--- config.mk ---
export PLATFORM = sky130hd
export DESIGN_NAME = dsp_vtx_mem
export DESIGN_NICKNAME = d
export VERILOG_FILES = /design/src/dsp_pkg.sv /design/src/dsp_vtx_mem.sv
export SDC_FILE = /design/constraint.sdc
export NUM_CORES = 2
export LEC_CHECK = 0
export ABC_CLOCK_PERIOD_IN_PS = 9200
export BUFFER_PORTS_ARGS = -buffer_cell sky130_fd_sc_hd__buf_2
export CORE_MARGIN = 2
export CORE_UTILIZATION = 60
export DETAILED_ROUTE_END_ITERATION = 10
export HOLD_SLACK_MARGIN = 0.03
export PLACE_DENSITY_LB_ADDON = 0.1
export SYNTH_ARGS = -nofsm -noshare
export SYNTH_HDL_FRONTEND = slang
export SYNTH_SLANG_ARGS = --single-unit
--- constraint.sdc ---
create_clock -name i_clk -period 9.2 [get_ports i_clk]
set_input_delay 0.46 -clock i_clk [delete_from_list [all_inputs] [get_ports i_clk]]
set_output_delay 0.46 -clock i_clk [all_outputs]
set_load 0.1 [all_outputs]
--- src/dsp_pkg.sv ---
// Shared types and constants for the shortest-path engine.
package dsp_pkg;
    localparam int MaxVertices = 64;
    localparam int MaxEdges    = 256;
    localparam int WeightBits  = 16;
    localparam int VBits       = 6;
    localparam int EBits       = 8;
    localparam int DistBits    = 24;
    localparam int VtxBits     = DistBits + VBits + 2;   // {reached, visited, dist, pred}
    localparam int EdgeBits    = 2*VBits + WeightBits;   // {tail, head, weight}
    localparam logic [DistBits-1:0] DistMax = '1;

    typedef enum logic {
        OP_ADD   = 1'b0,
        OP_QUERY = 1'b1
    } t_opcode;

    typedef enum logic [2:0] {
        ST_STORED = 3'd0,
        ST_FULL   = 3'd1,
        ST_PATH   = 3'd2,
        ST_NOPATH = 3'd3,
        ST_BADV   = 3'd4
    } t_status;

    typedef enum logic [3:0] {
        S_IDLE, S_OUT, S_INIT, S_SCAN, S_SCAN_END, S_EDGE, S_EREAD, S_RELAX,
        S_TRACE, S_TWAIT, S_PREAD, S_EMIT
    } t_state;
endpackage

--- src/dsp_vtx_mem.sv ---
// Per-vertex scratch memory: {reached, visited, distance, predecessor}.
module dsp_vtx_mem
    import dsp_pkg::*;
(
    input  logic                i_clk,
    input  logic                i_we,
    input  logic [VBits-1:0]    i_waddr,
    input  logic [DistBits+VBits+1:0] i_wdata,
    input  logic [VBits-1:0]    i_raddr,
    output logic [DistBits+VBits+1:0] o_rdata
);
    logic [DistBits+VBits+1:0] r_mem [MaxVertices];

    always_ff @(posedge i_clk) begin
        if (i_we) r_mem[i_waddr] <= i_wdata;
        o_rdata <= r_mem[i_raddr];
    end
endmodule

==> flow_summary.yaml <==
place:
  place_worst_setup_slack_ns: 4.85
  gp_congestion: 0.804
  dp_hpwl_mm: 103
  numPortBuffers: 77
  place_area_sq_um: 81500
  dp.cells: 5066
worst_hold_path:
  hold_depth: 2
  hold_path.class: "in2reg"
clock_tree:
  numCtsBuffers: 200
  post-cts-setup-buffers: 0
  cts_resized: 0
  insertion_delay_ns: 0.83
  htreeDepth: 4
  cts_hold_buf: 0
  clock-root-buffer: "clkbuf_16"
  cts_sinks: 2080
  path_clk_slew_ns: 0.06
  cts_buffer_depth: 3
  cts_tree: "done"
critical_path:
  reg2reg_slack_ns: 6.89
  crit_type: "in2reg"
  critPathLaunch: "i_raddr[0]"
  reg2regPathDepth: 4
  endpoint: "o_rdata[10]"
  regToRegStartpoint: "r_mem[44][0]"
  crit_fanout: 63
  cp-end-kind: "flip-flop"
  arrival_ns: 4.19
  timing.rr.end: "o_rdata[0]"
  cp-start-kind: "input pin"
  required_ns: 9.95
detailed_routing:
  drc: 0
  drt-pass1-iter-count: 5
  first_iter_violations: 5405
  routed_wl_mm: 200
  wl_per_cell_microns: 36.8
  via_count: 37505
  ant_nets: 0
  avgViaCountPerCell: 6.90
timing:
  setup_tns_ns: 0
  period_minus_slack_ns: 3.44
  drv_slew: 0
  period_share_pct: 37.4
  finClkSkew_ns: 0.0260
  fin_ws_ns: 5.76
  rsz0062_at_grt: "no"
  whs_ns: 0.333
  finalSetupViolCount: 0
  tightestPinTransition_ns: 1.31
  hold_viol_final: 0
  relSlewSlack_pct: 12.6
  max_freq_mhz: 291
grt:
  antenna_found_initial: 18
  grt_pass1_vias: 37874
  grt_pass1_wl_mm: 281
  grt_max_degree: 116
  grt_use_total_pct: 30.2
  overflow: 0
logic_synthesis:
  synth_top_area_share_pct: 78.3
  synthTopCellsByArea: "edfxtp_1 (78%), mux4_2 (16%), mux2i_1 (1.2%)"
  synthesis.nets: 3370
  avgSynthCellArea_sq_um: 23.6
  ys_seq_elements: 2080
  syn_inst: 3324
  syn-cell-area_sq_um: 78500
  yosys.area.top_type: "edfxtp_1"
  yosysWarnings: 0
  ys_types: 34
  yosysSeqAreaShare_pct: 79.1
die:
  start_util_pct: 60.6
  die_y_microns: 366
  io_pins: 78
  die_width_microns: 366
  row_count: 132
  die-area_sq_um: 134000
  design.core.area_sq_um: 130000
outcome:
  run_status: "finished clean"
final_layout:
  drive_above_1_share_pct: 29.2
  final_util_pct: 68.1
  syn_to_final_growth_pct: 12.4
  instances_no_fill: 5433
  fin_area_sq_um: 88200
  fin_nets: 3572
power:
  finalPower_mw: 20.0
  powerDensity_nw_per_um2: 227
  ir_drop_mv: 0.249
  p_leak_nw: 27.5
job:
  max_cap_violations: 0
[worst max-delay path: stages]
cell	delay, ns
buf_8	0.56
buf_4	0.71
buf_4	0.85
or3b_1	0.64
o221ai_1	0.19
a21oi_1	0.40
a21oi_1	0.09
nor2_1	0.13
[layout by cell type (no fill, tap or decap), types with 4 or more instances in the layout]
cell type,instances
and3_1,4
o32ai_1,4
buf_12,4
inv_6,5
buf_4,102
clkinv_2,30
o221ai_1,27
nand3b_1,5
edfxtp_1,2048
clkbuf_16,204
diode_2,4
buf_2,73
nor3_1,5
a41o_1,4
clkinv_1,41
clkbuf_1,41
nor2_1,75
bufinv_16,31
dfxtp_1,32
a22oi_1,12
o22ai_1,84
a311oi_1,8
nand2b_1,8
mux4_2,544
nand3_1,5
mux2i_1,93
a21oi_1,62
nor2b_1,14
nand2_1,26
nor2_4,62
[logic make-up after synthesis]
group,synth area share [%]
AOI/OAI and AO/OA,1.67
buffers and inverters,1.13
muxes,16.8
DFF,79.1
and+or+nand+nor,1.27
[report_power, final]
part	internal [mW]	total [mW]	switching [mW]
Sequential	10.5	10.5	0.0498
Combinational	0.338	1.07	0.732
Clock	4.93	8.37	3.44
[Yosys cell counts]
library cell	n
edfxtp_1	2048
mux4_2	544
nor2_1	137
mux2i_1	93
o22ai_1	84
clkbuf_1	74
a21oi_1	62
buf_2	57
dfxtp_1	32
o221ai_1	27
nand2_1	26
buf_4	25
buf_1	21
nor2b_1	15
a22oi_1	12
a311oi_1	8
nand2b_1	8
nor3_1	7
buf_6	5
nand3_1	5
nand3b_1	5
a41o_1	4
and3_1	4
o32ai_1	4
or3_1	3
or3b_2	3
and2_1	2
nand4_1	2
or3b_1	2
a31oi_1	1
nand4b_1	1
or2_0	1
or2_1	1
or2_2	1
[layout make-up]
class,instances,area [sq um]
clock buffer,247,5290
sequential,2080,62100
fill,7840,41400
timing repair buffer,182,1260
antenna,4,10.0
tap,1742,2180
multi-input combinational,1062,16000
clock inverter,116,1390
[per-layer routing]
| metal | routed length, microns | vias up | GRT usage [%] | part of all wire, % |
|---|---|---|---|---|
| li1 | - | 14679 | - | - |
| met1 | 76800 | 20247 | 43.9 | 38 |
| met2 | 96500 | 2218 | 47.2 | 48 |
| met3 | 21200 | 343 | 6.61 | 11 |
| met4 | 5140 | 18 | 8.59 | 2.6 |
| met5 | 116 | - | 0 | 0.058 |
[worst min path at each step]
| stage | startpoint | end | slack [ns] |
|---|---|---|---|
| 4_1_cts | i_wdata[30] | r_mem[35][30] | 0.28 |
| 2_1_floorplan | i_wdata[0] | r_mem[0][0] | 0.56 |
| 3_5_place_dp | r_mem[12][8] | o_rdata[8] | 0.78 |
| 5_1_grt | i_wdata[7] | r_mem[20][7] | 0.34 |
| 6_report | i_wdata[7] | r_mem[16][7] | 0.33 |
| 3_3_place_gp | r_mem[12][17] | o_rdata[17] | 0.78 |
[sequential cells by signal (all words and copies together) (netlist names)]
register and cells:
o_rdata 32, r_mem 2048
Power figures use the tool's default switching activity.
